## src/rtl/core/psc_pkg.sv

```systemverilog
// psc_pkg: shared types and codes for the pileup snp caller
// no dependencies
`default_nettype none
package psc_pkg;

  localparam logic [2:0] KIND_LOAD  = 3'd0;
  localparam logic [2:0] KIND_START = 3'd1;
  localparam logic [2:0] KIND_CIGAR = 3'd2;
  localparam logic [2:0] KIND_BASE  = 3'd3;
  localparam logic [2:0] KIND_EVAL  = 3'd4;

  localparam logic [3:0] OP_M = 4'd0;
  localparam logic [3:0] OP_I = 4'd1;
  localparam logic [3:0] OP_D = 4'd2;
  localparam logic [3:0] OP_N = 4'd3;
  localparam logic [3:0] OP_S = 4'd4;

  localparam logic [2:0] BASE_N = 3'd4;

  localparam logic [1:0] CFG_OFFSET   = 2'd0;
  localparam logic [1:0] CFG_MIN_DEP  = 2'd1;
  localparam logic [1:0] CFG_MIN_FRAC = 2'd2;
  localparam logic [1:0] CFG_MAX_DEP  = 2'd3;

  localparam int unsigned CFG_IDX_W  = 2;
  localparam int unsigned CFG_DATA_W = 32;

  typedef struct packed {
    logic [2:0]  kind;
    logic [15:0] site;
    logic [31:0] genome_pos;
    logic [2:0]  base_code;
    logic [3:0]  op_code;
    logic [15:0] op_length;
  } in_item_t;

  typedef struct packed {
    logic [15:0] site_out;
    logic [2:0]  ref_out;
    logic        is_snp;
    logic [3:0]  alt_mask;
    logic [17:0] depth;
    logic [15:0] count_a;
    logic [15:0] count_t;
    logic [15:0] count_g;
    logic [15:0] count_c;
  } out_item_t;

  // back-end commands
  typedef enum logic [1:0] {
    CMD_LOAD  = 2'd0,
    CMD_COUNT = 2'd1,
    CMD_EVAL  = 2'd2
  } cmd_e;

endpackage
`default_nettype wire

```

## src/rtl/core/psc_front.sv

```systemverilog
// psc_front: accepts items, tracks the read cursor and cigar state,
// turns items into back-end commands; depends on psc_pkg
`default_nettype none
module psc_front #(
  parameter int unsigned SegmentSites = 65536
) (
  input  wire logic                            clk_i,
  input  wire logic                            rst_ni,
  input  wire logic [31:0]                     segment_offset_i,
  input  wire logic                            in_valid_i,
  input  wire psc_pkg::in_item_t               in_data_i,
  output logic                                 in_ready_o,
  output logic                                 cmd_valid_o,
  output psc_pkg::cmd_e                        cmd_o,
  output logic [$clog2(SegmentSites)-1:0]      cmd_addr_o,
  output logic                                 cmd_oob_o,
  output logic [15:0]                          cmd_site_o,
  output logic [2:0]                           cmd_base_o,
  input  wire logic                            cmd_ready_i
);
  localparam int unsigned AW = $clog2(SegmentSites);
  localparam int unsigned CW = AW + 1;
  localparam logic [CW-1:0] SITES = CW'(SegmentSites);

  logic [CW-1:0] cursor_q, cursor_d;
  logic          rvalid_q, rvalid_d;
  logic [15:0]   match_q, match_d, skip_q, skip_d;
  logic          fire;
  logic [32:0]   diff;
  logic [CW+16:0] adv;

  assign in_ready_o = cmd_ready_i;
  assign fire       = in_valid_i && cmd_ready_i;
  assign diff       = {1'b0, in_data_i.genome_pos} - {1'b0, segment_offset_i};
  assign adv        = (CW+17)'(cursor_q) + (CW+17)'(in_data_i.op_length);

  // classify the item and update read state
  always_comb begin
    cursor_d    = cursor_q;
    rvalid_d    = rvalid_q;
    match_d     = match_q;
    skip_d      = skip_q;
    cmd_valid_o = 1'b0;
    cmd_o       = psc_pkg::CMD_EVAL;
    cmd_addr_o  = cursor_q[AW-1:0];
    cmd_oob_o   = 1'b0;
    cmd_site_o  = in_data_i.site;
    cmd_base_o  = in_data_i.base_code;
    unique case (in_data_i.kind)
      psc_pkg::KIND_LOAD: begin
        cmd_o      = psc_pkg::CMD_LOAD;
        cmd_addr_o = AW'(in_data_i.site);
        cmd_valid_o = in_valid_i && (32'(in_data_i.site) < 32'(SegmentSites));
        if (in_data_i.base_code > psc_pkg::BASE_N) begin
          cmd_base_o = psc_pkg::BASE_N;
        end
      end
      psc_pkg::KIND_START: begin
        match_d = '0;
        skip_d  = '0;
        if (!diff[32] && diff[31:0] < 32'(SegmentSites)) begin
          cursor_d = CW'(diff[31:0]);
          rvalid_d = 1'b1;
        end else begin
          cursor_d = '0;
          rvalid_d = 1'b0;
        end
      end
      psc_pkg::KIND_CIGAR: begin
        if (rvalid_q) begin
          case (in_data_i.op_code)
            psc_pkg::OP_M: begin
              match_d = in_data_i.op_length;
              skip_d  = '0;
            end
            psc_pkg::OP_I: begin
              skip_d  = in_data_i.op_length;
              match_d = '0;
            end
            psc_pkg::OP_D, psc_pkg::OP_N, psc_pkg::OP_S: begin
              cursor_d = (adv > (CW+17)'(SegmentSites)) ? SITES : adv[CW-1:0];
              match_d  = '0;
              skip_d   = '0;
            end
            default: ;
          endcase
        end
      end
      psc_pkg::KIND_BASE: begin
        if (rvalid_q) begin
          if (match_q != '0) begin
            cmd_o       = psc_pkg::CMD_COUNT;
            cmd_valid_o = in_valid_i && (in_data_i.base_code < psc_pkg::BASE_N)
                          && (cursor_q < SITES);
            if (cursor_q < SITES) begin
              cursor_d = cursor_q + CW'(1);
            end
            match_d = match_q - 16'd1;
          end else if (skip_q != '0) begin
            skip_d = skip_q - 16'd1;
          end
        end
      end
      psc_pkg::KIND_EVAL: begin
        cmd_o       = psc_pkg::CMD_EVAL;
        cmd_addr_o  = AW'(in_data_i.site);
        cmd_oob_o   = !(32'(in_data_i.site) < 32'(SegmentSites));
        cmd_valid_o = in_valid_i;
      end
      default: ;
    endcase
  end

  // read state registers
  always_ff @(posedge clk_i or negedge rst_ni) begin
    if (!rst_ni) begin
      cursor_q <= '0;
      rvalid_q <= 1'b0;
      match_q  <= '0;
      skip_q   <= '0;
    end else if (fire) begin
      cursor_q <= cursor_d;
      rvalid_q <= rvalid_d;
      match_q  <= match_d;
      skip_q   <= skip_d;
    end
  end
endmodule
`default_nettype wire

```

## config.mk

```make
export PLATFORM = sky130hd
export DESIGN_NAME = psc_front
export DESIGN_NICKNAME = d
export VERILOG_FILES = /design/src/rtl/core/psc_pkg.sv /design/src/rtl/core/psc_front.sv
export SDC_FILE = /design/constraint.sdc
export NUM_CORES = 1
export LEC_CHECK = 0
export BUFFER_PORTS_ARGS = -buffer_cell sky130_fd_sc_hd__buf_4
export CAP_MARGIN = 30
export CORE_MARGIN = 2
export CORE_UTILIZATION = 59
export DETAILED_ROUTE_END_ITERATION = 8
export PLACE_DENSITY_LB_ADDON = 0.08
export SYNTH_ARGS = -nofsm -noshare
export SYNTH_HDL_FRONTEND = slang
export SYNTH_SLANG_ARGS = --single-unit
```

## constraint.sdc

```tcl
create_clock -name clk_i -period 9.2 [get_ports clk_i]
set_clock_uncertainty 0.1 [all_clocks]
set_input_delay 0.46 -clock clk_i [delete_from_list [all_inputs] [get_ports clk_i]]
set_output_delay 0.46 -clock clk_i [all_outputs]
set_load 0.02 [all_outputs]
```

# Word-level counts from Yosys, hierarchy flattened
# Index checks and enable logic that the tools add are counted.
# W data, S select, Z words.
# classes
addsub,4
n_eq_ne,14
n_reduce_logical,15
magnitude_cmp,5
mux,23
# ops
op,count
$mux W17,7
$mux W16,4
$pmux W17 S3,1
$pmux W16 S3,1
$sub A32 B32 Y33,1
$lt A32 B17 Y1 const B,1
$pmux W16 S2,1
$add A17 B16 Y18,1
$gt A18 B17 Y1 const B,1
$add A17 B1 Y17 const B,1
$lt A17 B17 Y1 const B,1
$reduce_bool A16 Y1,1
$sub A16 B1 Y16 const B,1
$ne A2 B2 Y1 const B,5
$eq A4 B2 Y1 const B,2
$reduce_and A7 Y1,1
$eq A3 B2 Y1 const B,2
$mux W3,2
$reduce_and A6 Y1,1
$eq A4 B1 Y1 const B,1
$eq A4 B3 Y1 const B,1
$logic_and A1 B1 Y1,4
$logic_not A4 Y1,1
$mux W2,2
other kinds (15),17
# word_totals
reg_bits,34
in_bits,110
output_inout_bits,40

# Longest topological paths before layout
# Gate-level depths: netlist of run 1.
# logic_depth
word_depth,6
mapped_depth,14
mapped_depth_nobuf,13

# Least setup slack after synthesis of run 1
# Ideal clock, no wire load.
# synth_timing
path_kind,input to register
start,in in_data_i[0] (netlist name)
end,reg cursor_q[8]
setup_time_ns,0.077
cell_stages,13
required_ns,9.023
n_path_buf,1
path_slack_ns,5.741
t_arrival_ns,3.283
cell_sequence,ha_1 fa_1 a21o_1 a21oi_1 o21ai_0 a31oi_1 a21oi_1 o311a_1 a2111oi_2 buf_2 nand4b_1 o211a_1 o21ai_1
# synth_via
elab_chain_cells,6
# synth_rtl
element,line,rtl
start: declaration,psc_front.sv:11,"input wire psc_pkg::in_item_t in_data_i,"
$add A17 B16 Y18 *,psc_front.sv:35,assign adv = (CW+17)'(cursor_q) + (CW+17)'(in_data_i.op_length);
$gt A18 B17 Y1,psc_front.sv:81,cursor_d = (adv > (CW+17)'(SegmentSites)) ? SITES : adv[CW-1:0];
$mux W17 *,psc_front.sv:81,
$mux W17 *,psc_front.sv:71,case (in_data_i.op_code)
$mux W17 *,psc_front.sv:70,if (rvalid_q) begin
$pmux W17 S3 *,psc_front.sv:49,unique case (in_data_i.kind)
end signal: assignment,psc_front.sv:122,cursor_q <= cursor_d;
end: declaration,psc_front.sv:25,"logic [CW-1:0] cursor_q, cursor_d;"
# Mark *: on every way between the ends. The rest lies on a longest branch, timed or not. The select of a mux whose other input is x is not followed.
# A chain may end at the register's enable or synchronous reset.

# Final worst setup path of run 1
# layout_timing
start,reg cursor_q[0]
end,reg cursor_q[10]
# layout_via
elab_chain_cells,6
elab_cells_between_ends,13
cone_classes,2 x add/sub; 2 x order compare; 1 x eq/ne; 7 x mux; 1 x reduce/logical
# layout_rtl
element,line
$add A17 B16 Y18,psc_front.sv:35
$gt A18 B17 Y1,psc_front.sv:81
$mux W17,psc_front.sv:81
$mux W17,psc_front.sv:71
$mux W17,psc_front.sv:70
$pmux W17 S3,psc_front.sv:49
# Several ways; a longest one is shown, not always the timed one. The select of a mux whose other input is x is not followed.

==> results of run 1 <==
synth_stat cells, types with 17 or more instances:
master | n | area [um^2]
nand2_1 | 51 | 191
ha_1 | 50 | 626
xnor2_1 | 25 | 219
buf_4 | 19 | 143
a21o_1 | 24 | 180
dfrtp_1 | 34 | 851
inv_1 | 56 | 210
nor2_1 | 62 | 233
nand3_1 | 24 | 120
a21oi_1 | 75 | 375
o21ai_0 | 64 | 320
nand4_1 | 17 | 106
nor3_1 | 22 | 110
clkbuf_1 | 20 | 75.1
final timing paths:
kind                                         start                        to  slack (ps)  depth (start not counted)
max                        cursor_q[0]$_DFFE_PN0P_  cursor_q[10]$_DFFE_PN0P_        5290                         13
min                                         rst_ni   match_q[14]$_DFFE_PN0P_           9                          1
max reg2reg                cursor_q[0]$_DFFE_PN0P_  cursor_q[10]$_DFFE_PN0P_        5290                         13
min reg2reg                 match_q[4]$_DFFE_PN0P_    match_q[4]$_DFFE_PN0P_         410                          2
max in group asynchronous                   rst_ni  cursor_q[11]$_DFFE_PN0P_        8670                          1
min in group clk_i                    in_data_i[7]    match_q[7]$_DFFE_PN0P_         370                          3
critical path, cell delays in order, from the launching register on:
cell and delay [ps]:
dfrtp_1 460, ha_1 260, fa_1 420, a21o_1 180, a21oi_1 240, o21ai_0 160, a31oi_1 350, a21oi_1 240
o311a_1 370, a2111oi_2 300, buf_4 270, a22oi_1 80, o21ai_0 250, o21bai_1 150
sequential cells by signal, summed over array words and instances, names as in the netlist:
name,cells
rvalid_q,1
cursor_q,17
match_q,16
power breakdown:
group	switching [W]	internal, W	leakage [nW]
clock network	0.0000590	0.0000602	0.0472
registers	0.0000471	0.000175	0.446
logic	0.000286	0.000223	2.56
final cells by class:
| class | count | share of cell area |
|---|---|---|
| clock buffers | 6 | 0.0125 |
| clock inverters | 2 | 0.00190 |
| inverters | 56 | 0.0319 |
| multi-input cells | 618 | 0.629 |
| flip-flops and latches | 34 | 0.129 |
| well taps | 111 | 0.0211 |
| repair buffers | 153 | 0.174 |
layer usage:
layer,up-vias,track usage,share of wire
li1,3025,-,-
met1,2974,0.411,0.41
met2,275,0.586,0.51
met3,31,0.0250,0.061
met4,0,0.0906,0.018
met5,-,0,0
per-stage QoR:
step	util	hold slack (ps)	instances
2_1_floorplan	-	64.4	761
3_3_place_gp	0.709	330	971
3_5_place_dp	0.709	338	971
4_1_cts	0.719	30.4	979
5_1_grt	0.720	38.2	980
6_report	0.720	8.74	980
cells by family (layout without fill, tap and decap cells):
family                     count (synthesis)  after routing  share of synthesized area
adders and majority gates                 52             52                      0.121
DFF                                       34             34                      0.155
muxes                                     16             16                     0.0328
and+or+nand+nor                          233            233                      0.211
xor gates and xnor gates                  37             37                     0.0603
AOI/OAI and AO/OA                        279            279                      0.328
other                                      1              1                   0.000682
buffers and inverters                    109            217                     0.0917
==> metrics.csv, run 1 <==
metric;value;unit
endpoint_kind;register;
path_max_fanout;15;
cts_buffers;5;
grt_util_all_layers;0.323;
cp.required;9310;ps
post_dp_cell_area;0.00649;mm^2
ant_nets;0;
status;complete, no violations;
grt_max_degree;35;
final_cell_mix;153 x buf_4, 75 x a21oi_1, 64 x o21ai_0;
multi_input_area;0.00415;mm^2
vias;6305;
drive_gt1_frac;0.224;
setup_tns;0;ps
synth-edff-count;0;
avgSynthCellArea;7.22;um^2
cts_tree;yes;
cts-resized-gates;0;
cts_max_level;2;
startpoint_type;register;
ys.flop_type;dfrtp_1;
cts-root-buf;clkbuf_8;
tightest_slew;942;ps
coreArea;0.00915;mm^2
power;0.000850;W
layout_commonest_cell;buf_4;
io_buffers;148;
grt_pass1_vias;5966;
syn_inst;761;
post_drt_wl_per_cell;17.0;um
mappedNetlistArea;0.00550;mm^2
syn_nets;923;
antenna_found_initial;0;
relSlewSlack;0.372;
final_hold_viol_count;0;
die_area;0.0101;mm^2
ys_types;75;
grt_first_pass_wirelength;27.4;mm
initial_core_util;0.601;
die_h;101;um
drt_first_pass_iters;5;
max_freq;0.256;GHz
first_iter_violations;441;
worstPathArrival;4020;ps
routabilityCongestion;0.980;
grt_overflow_total;0;
seqCellArea;851;um^2
dieWidth;101;um
area_growth_syn_to_layout;19.9;%
ys_ff_latch;34;
hp-class;in -> async;
wirelength;16.7;mm
ys_warn_count;0;
clk_latency;290;ps
drt-vias-per-instance;6.43;
period_share;0.425;
grt_setup_unrepaired;no;
numClockSinks;34;
ioPinCount;150;
dp_hpwl;13.6;mm
dpl_worst_slack;5220;ps
finalMaxSlewViolations;0;
drc;0;
finalWorstSetupSlack;5290;ps
cts_setup_buffers;0;
peakVddDrop;55.3;uV
nets;1030;
cts.path.max_buffers;2;
setup_viol;0;
rows;35;
clkTransAtPathRegs;70;ps
final_area;0.00659;mm^2
drv_cap;0;
crit_type;reg -> reg;
power.density;129;mW/mm^2
leakagePower;3.06;nW
fill_cells;767;
ctsHoldBuffers;0;
synth_seq_area_share;0.155;
n_antenna_cell;0;
synth-async-reset-ratio;1.00;
post-route-min-period;3910;ps
(Power assumes the default switching activity.)
==> run 2, diff against run 1 <==
- CORE_UTILIZATION: 59 -> 55
- clock period: 9.2 -> 4.1 ns (I/O delays scaled with it)
==> run 2 against run 1 <==
  * Cell area is 1.1% higher
  * Routed wire length fell by 1.6%
  * Non-clock buffer count up 5
  * Total power grew 120%
  * Core utilization is 3.5 points lower
  * Clock-buffer cell count increased by 1
  * Critical path type unchanged
  * Critical endpoint unchanged
==> metrics.csv, run 2 (synthesis gave the netlist of run 1 again) <==
metric;value;unit;change
status;complete, no violations;;
power.density;284;mW/mm^2;+120%
ant_nets;0;;unchanged
crit_type;reg -> reg;;
startpoint_type;register;;
r2r_start;cursor_q[0]$_DFFE_PN0P_;;
met1Wirelength;6.85;mm;-1.0%
dp_hpwl;13.3;mm;-1.8%
grt_overflow_total;0;;unchanged
clkTransAtPathRegs;70;ps;about the same
drt_first_pass_iters;5;;unchanged
endpoint_kind;register;;
path_delay_family;compound AO/OA/AOI/OAI gates;;
wirelength;16.4;mm;-1.6%
routabilityCongestion;0.956;;-2.5%
post-route-min-period;3660;ps;-251 ps
top_register;cursor_q;;
peakVddDrop;120;uV;+120%
cts_buffers;5;;unchanged
cts-root-buf;clkbuf_8;;
post_drt_wl_per_cell;16.3;um;-4.3%
cts-resized-gates;0;;unchanged
cpPeakStageDelay;450;ps;about the same
drc;0;;unchanged
area_growth_syn_to_layout;21.3;%;
die_h;104;um;+3.4%
finalMaxSlewViolations;0;;unchanged
period_share;0.892;;+0.467
grt_pass1_vias;5698;;-4.5%
crit_buf_inv;1;;unchanged
drive_gt1_frac;0.228;;+0.00329
hold_depth;3;;
vias;6211;;-1.5%
cts_max_level;2;;unchanged
drv_cap;0;;unchanged
drt-vias-per-instance;6.17;;-4.1%
top_layer_used;met4;;
n_antenna_cell;0;;unchanged
cts.path.max_buffers;2;;unchanged
final_hold_viol_count;0;;unchanged
numClockSinks;34;;unchanged
hold_end;match_q[2]$_DFFE_PN0P_;;
regToRegSetupSlack;440;ps;-4850 ps
critPathLaunch;cursor_q[0]$_DFFE_PN0P_;;
crit_chain;ha_1 > fa_1 > a21o_1 > a21oi_1 > o21ai_0 > a31oi_1 > a21oi_1 > o311a_1 > a2111oi_2 > buf_4 > a22oi_1 > o21ai_0 > o21bai_1;;
final_cell_mix;156 x buf_4, 75 x a21oi_1, 64 x o21ai_0;;
hp-class;in -> reg;;
grt_util_all_layers;0.295;;-0.0283
antenna_found_initial;0;;unchanged
setup_viol;0;;unchanged
r2r-end;cursor_q[10]$_DFFE_PN0P_;;
grt_setup_unrepaired;no;;
leakagePower;3.08;nW;+0.89%
nets;1035;;+0.49%
rr_worst_depth;13;;unchanged
wl_met3;972;um;-4.6%
largest_register_ffs;17;;unchanged
setup_tns;0;ps;unchanged
cts_setup_buffers;0;;unchanged
post_dp_cell_area;0.00656;mm^2;+1.0%
path_max_fanout;15;;unchanged
tightest_slew;636;ps;-306 ps
io_buffers;148;;unchanged
hp-start;in_data_i[2];;
cp.required;4220;ps;-5090 ps
initial_core_util;0.565;;-0.0356
finalHoldWorstSlack;117;ps;+108 ps
cts_tree;yes;;
crit_slowest_cell;dfrtp_1;;
clk_latency;290;ps;about the same
die_area;0.0108;mm^2;+7.0%
layout_commonest_cell;buf_4;;
max_freq;0.273;GHz;+6.9%
grt_max_degree;35;;unchanged
ioPinCount;150;;unchanged
wl_met2;8.34;mm;-1.4%
first_iter_violations;432;;-2.0%
rows;36;;+2.9%
worstPathArrival;3780;ps;-240 ps
dieWidth;104;um;+3.4%
grt_first_pass_wirelength;27.0;mm;-1.2%
final_area;0.00667;mm^2;+1.1%
relSlewSlack;0.565;;+0.193
coreArea;0.00973;mm^2;+6.3%
reg.largest.list;cursor_q (17), match_q (16), rvalid_q (1);;
run 2: cell type report:
type,count,area [um^2]
multi-input cells,618,4150
fillers,857,3060
repair buffers,158,1200
flip-flops and latches,34,851
inverters,56,210
well taps,133,166
clock buffers,7,86.3
clock inverters,1,5.00
run 2: metrics by stage:
step                setup WS, ps   util  cells  power [W]
detailed placement           379  0.674    997    0.00161
global route                 217  0.685   1007    0.00203
finish                       444  0.685   1007    0.00189
floorplan                    676      -    761    0.00127
CTS                          474  0.684   1006    0.00188
global placement             451  0.672    996    0.00159
run 2: how the worst max path moves through the flow:
stage | to | slack [ps] | cells after the start
3_3_place_gp | cursor_q[3]$_DFFE_PN0P_ | 450 | 12
5_1_grt | cursor_q[10]$_DFFE_PN0P_ | 220 | 13
6_report | cursor_q[10]$_DFFE_PN0P_ | 440 | 13
4_1_cts | cursor_q[10]$_DFFE_PN0P_ | 470 | 13
2_1_floorplan | cursor_q[8]$_DFFE_PN0P_ | 680 | 13
3_5_place_dp | cursor_q[3]$_DFFE_PN0P_ | 380 | 13
run 2: timing repair:
| action | 4_1_cts | 5_1_grt |
|---|---|---|
| hold buffers | 1 | 0 |
| endpoints found under the hold margin | 34 | 0 |
| setup endpoints to repair | 0 | 0 |
run 2: worst register-to-register path: stages, from the launching register on:
cell and delay (ps):
dfrtp_1 450, ha_1 240, fa_1 410, a21o_1 180
a21oi_1 240, o21ai_0 160, a31oi_1 290, a21oi_1 220
o311a_1 370, a2111oi_2 310, buf_4 270, a22oi_1 90
o21ai_0 150, o21bai_1 120
run 2: per-layer routing:
layer / GRT usage / up-vias
met3: 0.0288 / 27
met1: 0.368 / 2899
met2: 0.544 / 247
li1: - / 3038
met4: 0.0714 / 0
met5: 0 / -
run 2: where the power goes:
group          total [W]  switching (W)  internal, W
logic            0.00114       0.000632     0.000504
clock network   0.000262       0.000126     0.000136
registers       0.000494       0.000101     0.000393
